`src/ir_pulse_width_byte_transmitter_assert.svh`:
```
// ----------------------------------------------------------------------------
// ir pulse width transmitter assertion macros
// concurrent assertion wrappers, empty when SYNTHESIS is defined
// ----------------------------------------------------------------------------
`ifndef IR_PULSE_WIDTH_BYTE_TRANSMITTER_ASSERT_SVH
`define IR_PULSE_WIDTH_BYTE_TRANSMITTER_ASSERT_SVH

`ifndef SYNTHESIS

// property must hold at every clock edge outside reset
`define IRPW_ASSERT(label, clk, rst, prop) \
   label: assert property (@(posedge clk) disable iff (rst) (prop)) \
      else $error("irpw assertion failed");

// expression must never be true outside reset
`define IRPW_ASSERT_NEVER(label, clk, rst, expr) \
   label: assert property (@(posedge clk) disable iff (rst) !(expr)) \
      else $error("irpw forbidden condition seen");

`else

`define IRPW_ASSERT(label, clk, rst, prop)
`define IRPW_ASSERT_NEVER(label, clk, rst, expr)

`endif

`endif

```
`src/irpw_pkg.sv`:
```
// ----------------------------------------------------------------------------
// irpw_pkg
// shared types, constants and helpers of the ir pulse width transmitter
// ----------------------------------------------------------------------------
`default_nettype none

package irpw_pkg;

   localparam int BITS_PER_FRAME = 8;
   localparam int BITS_W         = $clog2(BITS_PER_FRAME + 1);
   localparam int TICK_W         = 16;
   localparam int BYTE_W         = 8;
   localparam int ADDR_W         = 5;
   localparam int DATA_W         = 32;

   localparam logic [TICK_W-1:0] LEAD_MARK_RESET  = 16'd3000;
   localparam logic [TICK_W-1:0] LEAD_SPACE_RESET = 16'd1000;
   localparam logic [TICK_W-1:0] SHORT_RESET      = 16'd800;
   localparam logic [TICK_W-1:0] LONG_RESET       = 16'd1600;
   localparam logic [TICK_W-1:0] STOP_MARK_RESET  = 16'd500;

   typedef enum logic [2:0] {
      REG_LEAD_MARK  = 3'd0,
      REG_LEAD_SPACE = 3'd1,
      REG_SHORT      = 3'd2,
      REG_LONG       = 3'd3,
      REG_STOP_MARK  = 3'd4
   } reg_index_type;

   typedef enum logic [0:0] {
      OP_TICK = 1'b0,
      OP_SEND = 1'b1
   } op_type;

   typedef enum logic [2:0] {
      PH_IDLE  = 3'd0,
      PH_LEADM = 3'd1,
      PH_LEADS = 3'd2,
      PH_BITM  = 3'd3,
      PH_BITS  = 3'd4,
      PH_STOP  = 3'd5
   } phase_type;

   typedef struct packed {
      logic              operation;
      logic [BYTE_W-1:0] code_byte;
   } req_word_type;

   typedef struct packed {
      logic line_level;
      logic busy_res;
      logic frame_done;
      logic rejected;
   } rsp_word_type;

   // classified word handed from front to back
   typedef struct packed {
      op_type            op;
      logic [BYTE_W-1:0] code_byte;
   } cmd_type;

   typedef struct packed {
      logic    valid;
      cmd_type cmd;
   } cmd_port_type;

   typedef struct packed {
      logic [TICK_W-1:0] lead_mark_ticks;
      logic [TICK_W-1:0] lead_space_ticks;
      logic [TICK_W-1:0] short_ticks;
      logic [TICK_W-1:0] long_ticks;
      logic [TICK_W-1:0] stop_mark_ticks;
   } cfg_type;

   function automatic logic [TICK_W-1:0] at_least_one(input logic [TICK_W-1:0] d);
      at_least_one = (d == '0) ? TICK_W'(1) : d;
   endfunction

endpackage

`default_nettype wire

```
`src/irpw_csr.sv`:
```
// ----------------------------------------------------------------------------
// irpw_csr
// apb register file holding the segment durations
// ----------------------------------------------------------------------------
`default_nettype none

module irpw_csr (
   input  wire logic                         clock,
   input  wire logic                         reset,
   input  wire logic                         psel,
   input  wire logic                         penable,
   input  wire logic                         pwrite,
   input  wire logic [irpw_pkg::ADDR_W-1:0]  paddr,
   input  wire logic [irpw_pkg::DATA_W-1:0]  pwdata,
   output logic      [irpw_pkg::DATA_W-1:0]  prdata,
   output logic                              pready,
   output irpw_pkg::cfg_type                 cfg
);

   irpw_pkg::cfg_type      cfg_ff;
   irpw_pkg::cfg_type      cfg_in;
   irpw_pkg::reg_index_type idx;
   logic                   wr_en;
   logic [irpw_pkg::TICK_W-1:0] wval;

   assign idx    = irpw_pkg::reg_index_type'(paddr[4:2]);
   assign wr_en  = psel & penable & pwrite;
   assign wval   = pwdata[irpw_pkg::TICK_W-1:0];
   assign pready = 1'b1;
   assign cfg    = cfg_ff;

   always_comb begin
      cfg_in = cfg_ff;
      if (wr_en) begin
         case (idx)
            irpw_pkg::REG_LEAD_MARK:  cfg_in.lead_mark_ticks  = wval;
            irpw_pkg::REG_LEAD_SPACE: cfg_in.lead_space_ticks = wval;
            irpw_pkg::REG_SHORT:      cfg_in.short_ticks      = wval;
            irpw_pkg::REG_LONG:       cfg_in.long_ticks       = wval;
            irpw_pkg::REG_STOP_MARK:  cfg_in.stop_mark_ticks  = wval;
            default:                  cfg_in = cfg_ff;
         endcase
      end
   end

   always_comb begin
      prdata = '0;
      case (idx)
         irpw_pkg::REG_LEAD_MARK:  prdata = {16'd0, cfg_ff.lead_mark_ticks};
         irpw_pkg::REG_LEAD_SPACE: prdata = {16'd0, cfg_ff.lead_space_ticks};
         irpw_pkg::REG_SHORT:      prdata = {16'd0, cfg_ff.short_ticks};
         irpw_pkg::REG_LONG:       prdata = {16'd0, cfg_ff.long_ticks};
         irpw_pkg::REG_STOP_MARK:  prdata = {16'd0, cfg_ff.stop_mark_ticks};
         default:                  prdata = '0;
      endcase
   end

   always_ff @(posedge clock) begin
      if (reset) begin
         cfg_ff.lead_mark_ticks  <= irpw_pkg::LEAD_MARK_RESET;
         cfg_ff.lead_space_ticks <= irpw_pkg::LEAD_SPACE_RESET;
         cfg_ff.short_ticks      <= irpw_pkg::SHORT_RESET;
         cfg_ff.long_ticks       <= irpw_pkg::LONG_RESET;
         cfg_ff.stop_mark_ticks  <= irpw_pkg::STOP_MARK_RESET;
      end else begin
         cfg_ff <= cfg_in;
      end
   end

endmodule

`default_nettype wire

```
`src/irpw_front.sv`:
```
// ----------------------------------------------------------------------------
// irpw_front
// accepts request words, classifies them and queues them for the engine
// ----------------------------------------------------------------------------
`default_nettype none

module irpw_front (
   input  wire logic                   clock,
   input  wire logic                   reset,
   input  wire logic                   req_valid,
   output logic                        req_ready,
   input  wire irpw_pkg::req_word_type req_data,
   output irpw_pkg::cmd_port_type      cmd_port,
   input  wire logic                   cmd_pop
);

   // two entry queue
   irpw_pkg::cmd_type q_ff [2];
   logic              wr_ptr_ff, wr_ptr_in;
   logic              rd_ptr_ff, rd_ptr_in;
   logic [1:0]        count_ff, count_in;
   logic              push;
   logic              pop;
   irpw_pkg::cmd_type cmd_new;

   assign req_ready = (count_ff != 2'd2);
   assign push      = req_valid & req_ready;
   assign pop       = cmd_pop & (count_ff != 2'd0);

   always_comb begin
      cmd_new.op        = irpw_pkg::op_type'(req_data.operation);
      cmd_new.code_byte = req_data.code_byte;
   end

   assign cmd_port.valid = (count_ff != 2'd0);
   assign cmd_port.cmd   = q_ff[rd_ptr_ff];

   always_comb begin
      wr_ptr_in = push ? ~wr_ptr_ff : wr_ptr_ff;
      rd_ptr_in = pop  ? ~rd_ptr_ff : rd_ptr_ff;
      count_in  = count_ff;
      if (push && !pop) begin
         count_in = count_ff + 2'd1;
      end else if (pop && !push) begin
         count_in = count_ff - 2'd1;
      end
   end

   always_ff @(posedge clock) begin
      if (push) begin
         q_ff[wr_ptr_ff] <= cmd_new;
      end
   end

   always_ff @(posedge clock) begin
      if (reset) begin
         wr_ptr_ff <= 1'b0;
         rd_ptr_ff <= 1'b0;
         count_ff  <= 2'd0;
      end else begin
         wr_ptr_ff <= wr_ptr_in;
         rd_ptr_ff <= rd_ptr_in;
         count_ff  <= count_in;
      end
   end

endmodule

`default_nettype wire

```
`src/irpw_back.sv`:
```
// ----------------------------------------------------------------------------
// irpw_back
// frame sequencer: one queued word per cycle unless rsp stalls; registers result
// ----------------------------------------------------------------------------
`default_nettype none

`include "ir_pulse_width_byte_transmitter_assert.svh"

module irpw_back (
   input  wire logic                   clock,
   input  wire logic                   reset,
   input  wire irpw_pkg::cfg_type      cfg,
   input  wire irpw_pkg::cmd_port_type cmd_port,
   output logic                        cmd_pop,
   output logic                        rsp_valid,
   input  wire logic                   rsp_ready,
   output irpw_pkg::rsp_word_type      rsp_data
);

   irpw_pkg::phase_type             phase_ff, phase_in;
   logic [irpw_pkg::BITS_W-1:0]     bits_ff, bits_in;
   logic [irpw_pkg::BYTE_W-1:0]     shift_ff, shift_in;
   logic [irpw_pkg::TICK_W-1:0]     ticks_ff, ticks_in;
   logic                            line_ff, line_in;
   logic                            rsp_valid_ff, rsp_valid_in;
   irpw_pkg::rsp_word_type          rsp_data_ff, rsp_data_in;

   logic                            take;
   logic                            busy;
   logic                            done;
   logic                            rej;
   logic [irpw_pkg::TICK_W-1:0]     ticks_dec;
   logic [irpw_pkg::BYTE_W-1:0]     shift_next;

   assign take       = cmd_port.valid & (~rsp_valid_ff | rsp_ready);
   assign cmd_pop    = take;
   assign busy       = (phase_ff != irpw_pkg::PH_IDLE);
   assign ticks_dec  = ticks_ff - irpw_pkg::TICK_W'(1);
   assign shift_next = {shift_ff[irpw_pkg::BYTE_W-2:0], 1'b0};

   assign rsp_valid = rsp_valid_ff;
   assign rsp_data  = rsp_data_ff;

   always_comb begin
      phase_in = phase_ff;
      bits_in  = bits_ff;
      shift_in = shift_ff;
      ticks_in = ticks_ff;
      line_in  = line_ff;
      done     = 1'b0;
      rej      = 1'b0;
      if (take) begin
         if (cmd_port.cmd.op == irpw_pkg::OP_SEND) begin
            if (busy) begin
               rej = 1'b1;
            end else begin
               shift_in = cmd_port.cmd.code_byte;
               bits_in  = '0;
               phase_in = irpw_pkg::PH_LEADM;
               ticks_in = irpw_pkg::at_least_one(cfg.lead_mark_ticks);
               line_in  = 1'b1;
            end
         end else if (busy) begin
            ticks_in = ticks_dec;
            if (ticks_dec == '0) begin
               case (phase_ff)
                  irpw_pkg::PH_LEADM: begin
                     phase_in = irpw_pkg::PH_LEADS;
                     ticks_in = irpw_pkg::at_least_one(cfg.lead_space_ticks);
                     line_in  = 1'b0;
                  end
                  irpw_pkg::PH_LEADS: begin
                     bits_in  = bits_ff + irpw_pkg::BITS_W'(1);
                     phase_in = irpw_pkg::PH_BITM;
                     ticks_in = irpw_pkg::at_least_one(
                        shift_ff[irpw_pkg::BYTE_W-1] ? cfg.short_ticks : cfg.long_ticks);
                     line_in  = 1'b1;
                  end
                  irpw_pkg::PH_BITM: begin
                     phase_in = irpw_pkg::PH_BITS;
                     ticks_in = irpw_pkg::at_least_one(
                        shift_ff[irpw_pkg::BYTE_W-1] ? cfg.long_ticks : cfg.short_ticks);
                     line_in  = 1'b0;
                  end
                  irpw_pkg::PH_BITS: begin
                     shift_in = shift_next;
                     if (bits_ff >= irpw_pkg::BITS_W'(irpw_pkg::BITS_PER_FRAME)) begin
                        phase_in = irpw_pkg::PH_STOP;
                        ticks_in = irpw_pkg::at_least_one(cfg.stop_mark_ticks);
                        line_in  = 1'b1;
                     end else begin
                        bits_in  = bits_ff + irpw_pkg::BITS_W'(1);
                        phase_in = irpw_pkg::PH_BITM;
                        ticks_in = irpw_pkg::at_least_one(
                           shift_next[irpw_pkg::BYTE_W-1] ? cfg.short_ticks : cfg.long_ticks);
                        line_in  = 1'b1;
                     end
                  end
                  default: begin
                     // stop mark ends
                     phase_in = irpw_pkg::PH_IDLE;
                     bits_in  = '0;
                     ticks_in = '0;
                     line_in  = 1'b0;
                     done     = 1'b1;
                  end
               endcase
            end
         end
      end

      rsp_data_in.line_level = line_in;
      rsp_data_in.busy_res   = (phase_in != irpw_pkg::PH_IDLE);
      rsp_data_in.frame_done = done;
      rsp_data_in.rejected   = rej;

      if (take) begin
         rsp_valid_in = 1'b1;
      end else if (rsp_ready) begin
         rsp_valid_in = 1'b0;
      end else begin
         rsp_valid_in = rsp_valid_ff;
      end
   end

   always_ff @(posedge clock) begin
      if (reset) begin
         phase_ff     <= irpw_pkg::PH_IDLE;
         bits_ff      <= '0;
         shift_ff     <= '0;
         ticks_ff     <= '0;
         line_ff      <= 1'b0;
         rsp_valid_ff <= 1'b0;
      end else begin
         phase_ff     <= phase_in;
         bits_ff      <= bits_in;
         shift_ff     <= shift_in;
         ticks_ff     <= ticks_in;
         line_ff      <= line_in;
         rsp_valid_ff <= rsp_valid_in;
      end
   end

   always_ff @(posedge clock) begin
      if (take) begin
         rsp_data_ff <= rsp_data_in;
      end
   end

   `IRPW_ASSERT(a_done_ends_frame, clock, reset, (rsp_valid_ff && rsp_data_ff.frame_done) |-> (!rsp_data_ff.line_level && !rsp_data_ff.busy_res))
   `IRPW_ASSERT(a_reject_only_busy, clock, reset, (rsp_valid_ff && rsp_data_ff.rejected) |-> rsp_data_ff.busy_res)
   `IRPW_ASSERT(a_line_on_marks, clock, reset, line_ff |-> (phase_ff == irpw_pkg::PH_LEADM || phase_ff == irpw_pkg::PH_BITM || phase_ff == irpw_pkg::PH_STOP))
   `IRPW_ASSERT(a_idle_clean, clock, reset, (phase_ff == irpw_pkg::PH_IDLE) |-> (bits_ff == '0 && !line_ff))
   `IRPW_ASSERT_NEVER(a_busy_no_ticks, clock, reset, busy && (ticks_ff == '0))

endmodule

`default_nettype wire

```
`src/ir_pulse_width_byte_transmitter.sv`:
```
// ----------------------------------------------------------------------------
// ir_pulse_width_byte_transmitter
// pulse width coded ir frame sender driven by tick and send words
// ----------------------------------------------------------------------------
// channel  ports                      payload
// req      req_valid / req_ready      req_data  (operation, code_byte)
// rsp      rsp_valid / rsp_ready      rsp_data  (line_level, busy_res,
//                                               frame_done, rejected)
// csr      psel penable pwrite paddr  pwdata / prdata, pready tied high
//
// one word per cycle sustained while rsp_ready is high; a word gives its
// result in the cycle after it leaves the two entry queue, which it enters
// on acceptance. the frame sequencer state update sets that rate. reset
// clears queue, sequencer and result valid flag; durations return to their
// defaults. a stalled rsp channel fills the queue, then drops req_ready.
// ----------------------------------------------------------------------------
`default_nettype none

module ir_pulse_width_byte_transmitter (
   input  wire logic                         clock,
   input  wire logic                         reset,
   input  wire logic                         req_valid,
   output logic                              req_ready,
   input  wire irpw_pkg::req_word_type       req_data,
   output logic                              rsp_valid,
   input  wire logic                         rsp_ready,
   output irpw_pkg::rsp_word_type            rsp_data,
   input  wire logic                         psel,
   input  wire logic                         penable,
   input  wire logic                         pwrite,
   input  wire logic [irpw_pkg::ADDR_W-1:0]  paddr,
   input  wire logic [irpw_pkg::DATA_W-1:0]  pwdata,
   output logic      [irpw_pkg::DATA_W-1:0]  prdata,
   output logic                              pready
);

   irpw_pkg::cfg_type      cfg;
   irpw_pkg::cmd_port_type cmd_port;
   logic                   cmd_pop;

   irpw_csr u_csr (
      .clock   (clock),
      .reset   (reset),
      .psel    (psel),
      .penable (penable),
      .pwrite  (pwrite),
      .paddr   (paddr),
      .pwdata  (pwdata),
      .prdata  (prdata),
      .pready  (pready),
      .cfg     (cfg)
   );

   irpw_front u_front (
      .clock     (clock),
      .reset     (reset),
      .req_valid (req_valid),
      .req_ready (req_ready),
      .req_data  (req_data),
      .cmd_port  (cmd_port),
      .cmd_pop   (cmd_pop)
   );

   irpw_back u_back (
      .clock     (clock),
      .reset     (reset),
      .cfg       (cfg),
      .cmd_port  (cmd_port),
      .cmd_pop   (cmd_pop),
      .rsp_valid (rsp_valid),
      .rsp_ready (rsp_ready),
      .rsp_data  (rsp_data)
   );

endmodule

`default_nettype wire

```
`config.mk`:
```
export PLATFORM = sky130hd
export DESIGN_NAME = ir_pulse_width_byte_transmitter
export DESIGN_NICKNAME = d
export VERILOG_FILES = /design/src/irpw_pkg.sv /design/src/irpw_csr.sv /design/src/irpw_front.sv /design/src/irpw_back.sv /design/src/ir_pulse_width_byte_transmitter.sv
export VERILOG_INCLUDE_DIRS = /design/src /design/src/src
export SDC_FILE = /design/constraint.sdc
export NUM_CORES = 1
export LEC_CHECK = 0
export ABC_AREA = 1
export BUFFER_PORTS_ARGS = -buffer_cell sky130_fd_sc_hd__buf_4
export CORE_MARGIN = 2
export CORE_UTILIZATION = 35
export CTS_BUF_LIST = sky130_fd_sc_hd__clkbuf_2
export CTS_CLUSTER_DIAMETER = 50
export CTS_CLUSTER_SIZE = 14
export DETAILED_ROUTE_END_ITERATION = 12
export PLACE_DENSITY = 0.5
export SLEW_MARGIN = 5
export SYNTH_ARGS = -nofsm -noshare
export SYNTH_HDL_FRONTEND = slang
export SYNTH_SLANG_ARGS = --single-unit
export TNS_END_PERCENT = 50
```
`constraint.sdc`:
```
create_clock -name clock -period 3.1 [get_ports clock]
set_clock_uncertainty 0.15 [all_clocks]
set_input_delay 0.31 -clock clock [delete_from_list [all_inputs] [get_ports clock]]
set_output_delay 0.31 -clock clock [all_outputs]
set_load 0.03 [all_outputs]
```
==> flow_metrics.py <==
metrics = {
    "run_status": {
        "status": "completed",
    },
    "grt": {
        "grt_max_degree": 45,
        "grt-ovfl-total": 0,
        "antenna_found_initial": 1,
        "grt_pass1_wl_um": 44300,
        "grt_usage": 0.240,
        "grt_pass1_vias": 7568,
    },
    "timing": {
        "hold_ws_ns": 0.0955,
        "tns_ns": 0,
        "finalCriticalPeriod_ns": 2.97,
        "final-hold-violation-count": 0,
        "slew_violations": 0,
        "grt_setup_unrepaired": "no",
        "max_freq_mhz": 336,
        "period_share": 0.959,
        "maxSlewHeadroom": 0.378,
        "layout_setup_ws_ns": 0.127,
        "tightest_slew_ns": 0.932,
        "setup_viol": 0,
    },
    "drt": {
        "drc": 0,
        "wl_um": 29000,
        "drt_iter0_drc": 757,
        "viasPerCell": 5.31,
        "dr.pass1.iters": 5,
        "wl_per_cell_um": 18.4,
        "ant_nets": 0,
        "vias": 8345,
    },
    "power_and_ir_drop": {
        "irDropWorstVdd_mv": 0.328,
        "leakage_nw": 3.89,
        "power.clock.fraction": 0.156,
        "p_int_mw": 3.58,
        "total_power_mw": 7.19,
        "switchingPower_mw": 3.60,
        "pwr-share-seq": 0.323,
        "combPwrFrac": 0.521,
        "p_per_area_nw_per_um2": 765,
        "switching_share": 0.501,
    },
    "clock_network": {
        "clockRootBuffer": "clkbuf_2",
        "cts_sinks": 140,
        "path_clk_slew_ns": 0.28,
        "clk_latency_ns": 0.76,
        "cts_setup_buffers": 0,
        "cts_tree": "done",
        "htree_num_levels": 4,
        "cts_buffers": 17,
        "clockBufferDepth": 2,
    },
    "setup_path": {
        "criticalPathCategory": "in2out",
        "cp.required_ns": 2.64,
        "r2r_cells": 9,
        "rr_startpoint": "u_back.phase_ff[1]$_SDFF_PP0_",
        "crit_arrival_ns": 2.51,
        "cp-end-kind": "output port",
        "worstSetupStartpointType": "input pin",
        "r2r_slack_ns": 0.43,
        "timing.rr.end": "u_back.ticks_ff[12]$_SDFFE_PP0P_",
        "critPathLaunch": "paddr[2]",
        "cp_max_fo": 15,
    },
    "floorplan": {
        "start_util": 0.358,
        "coreArea_um2": 22700,
        "die_area_um2": 24400,
        "rows": 55,
        "die_width_um": 156,
        "io_pins": 92,
        "die_h_um": 156,
    },
    "min_path": {
        "whs_path_depth": 2,
        "hold_path.startpoint": "req_data[3]",
        "hold_class": "in2reg",
        "min_to": "u_front.q_ff[0][3]$_DFFE_PP_",
    },
    "yosys": {
        "synth-edff-count": 22,
        "synth.distinct_cells": 48,
        "async_flop_share": 0,
        "synth-main-ff-cell": "dfxtp_1",
        "syn_avg_cell_area_um2": 6.83,
        "syn_area_um2": 8120,
        "yosysWarnings": 0,
        "synth_top_area_frac": 0.291,
        "synth.largest_area_cell": "dfxtp_1",
        "ys_seq_elements": 140,
        "seq_area_frac_synth": 0.372,
        "synthCells": 1189,
        "synth_top_cells_by_area": "dfxtp_1 29%, nand2_1 11%, o21ai_0 9.0%, edfxtp_1 8.1%, a21oi_1 7.0%",
    },
    "placed_design": {
        "io_buffers": 56,
        "hpwl_um": 21400,
        "place_ws_ns": 0.486,
        "place.gp.congestion": 0.918,
    },
    "layout": {
        "final_common_cell": "nand2_1",
        "syn_to_final_growth_pct": 15.6,
        "final_util": 0.413,
        "final_cell_mix": "236 x nand2_1, 146 x o21ai_0, 140 x inv_1",
        "layout-drive-gt1-share": 0.126,
        "nets": 1329,
    },
    "flow_run": {
        "max_cap_viol_count": 0,
    },
}
[registers in the layout, indices dropped and copies added, names as in the netlist, 2 cells and up, named ones only]
register          count
u_back.ticks_ff      16
u_back.rsp_data       4
u_back.bits_ff        4
u_front.q_ff         18
u_front.count_ff      2
u_csr.cfg            80
u_back.shift_ff       8
u_back.phase_ff       3
[metal layers]
| layer | wire length (µm) | track usage |
|---|---|---|
| met4 | 654 | 0.0629 |
| met3 | 1640 | 0.0390 |
| met2 | 12500 | 0.366 |
| met5 | 0 | 0 |
| met1 | 14100 | 0.351 |
[power groups by stage]
stage          combinational [mW]  sequential, mW  clock [mW]
3_5_place_dp                 3.72            2.36           0
2_1_floorplan                2.79            2.33           0
4_1_cts                      3.77            2.32        1.14
6_report                     3.75            2.32        1.12
3_3_place_gp                 3.71            2.36           0
5_1_grt                      4.21            2.36        1.23
[final cells by class]
cell class                 count  area [µm²]
fill                        2432       13300
multi-input combinational    846        4200
sequential                   140        3020
timing repair buffer         118        1010
inverter                     147         553
tap                          285         357
clock inverter                15         143
clock buffer                  17        85.1
antenna                        4        10.0
[repair_timing]
| item | CTS | global route |
|---|---|---|
| endpoints found under the setup margin | 0 | 0 |
| hold buffers | 32 | 4 |
| resized for setup | 0 | 0 |
| endpoints found under the hold margin | 150 | 8 |
[how the worst max path moves through the flow]
stage	end	slack, ns	depth (start not counted)
final	prdata[15]	0.13	7
after detailed placement	u_back.shift_ff[2]$_SDFFE_PP0P_	0.49	14
after floorplan	u_back.ticks_ff[10]$_SDFFE_PP0P_	0.82	11
after global routing	prdata[15]	0.16	7
after global placement	u_back.shift_ff[3]$_SDFFE_PP0P_	0.50	14
after CTS	prdata[15]	0.19	7
[cells by family (layout without fill, tap and decap cells)]
kind of cell | Yosys count | in the layout | share of synthesized area
AND/OR/NAND/NOR | 483 | 483 | 0.266
buffers and inverters | 218 | 297 | 0.117
flip-flops | 140 | 140 | 0.372
XOR/XNOR | 4 | 4 | 0.00431
adder cells (fa/ha/maj) | 6 | 6 | 0.00924
AO/OA/AOI/OAI | 336 | 336 | 0.230
other | 2 | 21 | 0.000924
[Yosys cell counts (all sizes together) (8+ instances only)]
cell / count
edfxtp: 22
inv: 145
o21ai: 149
a21oi: 117
nand4: 30
o211ai: 12
nor2: 134
dfxtp: 118
nand3: 39
nand2: 250
nor4: 8
buf: 31
o22ai: 29
clkbuf: 38
o221ai: 8
nor3: 11
a221oi: 12
[stage by stage]
| step | instance area (µm²) | std cells |
|---|---|---|
| finish | 9390 | 1572 |
| global route | 9390 | 1572 |
| CTS | 9340 | 1564 |
| detailed placement | 8790 | 1500 |
| global placement | 8790 | 1500 |
| floorplan | 8180 | 1204 |
[worst max-delay path: stages]
cell and delay (ns):
dlygate4sd3_1 0.54, buf_4 0.14, nor3_1 0.47, inv_1 0.13, buf_4 0.24, o21ai_0 0.41, buf_4 0.26
Power figures use the tool's default switching activity.
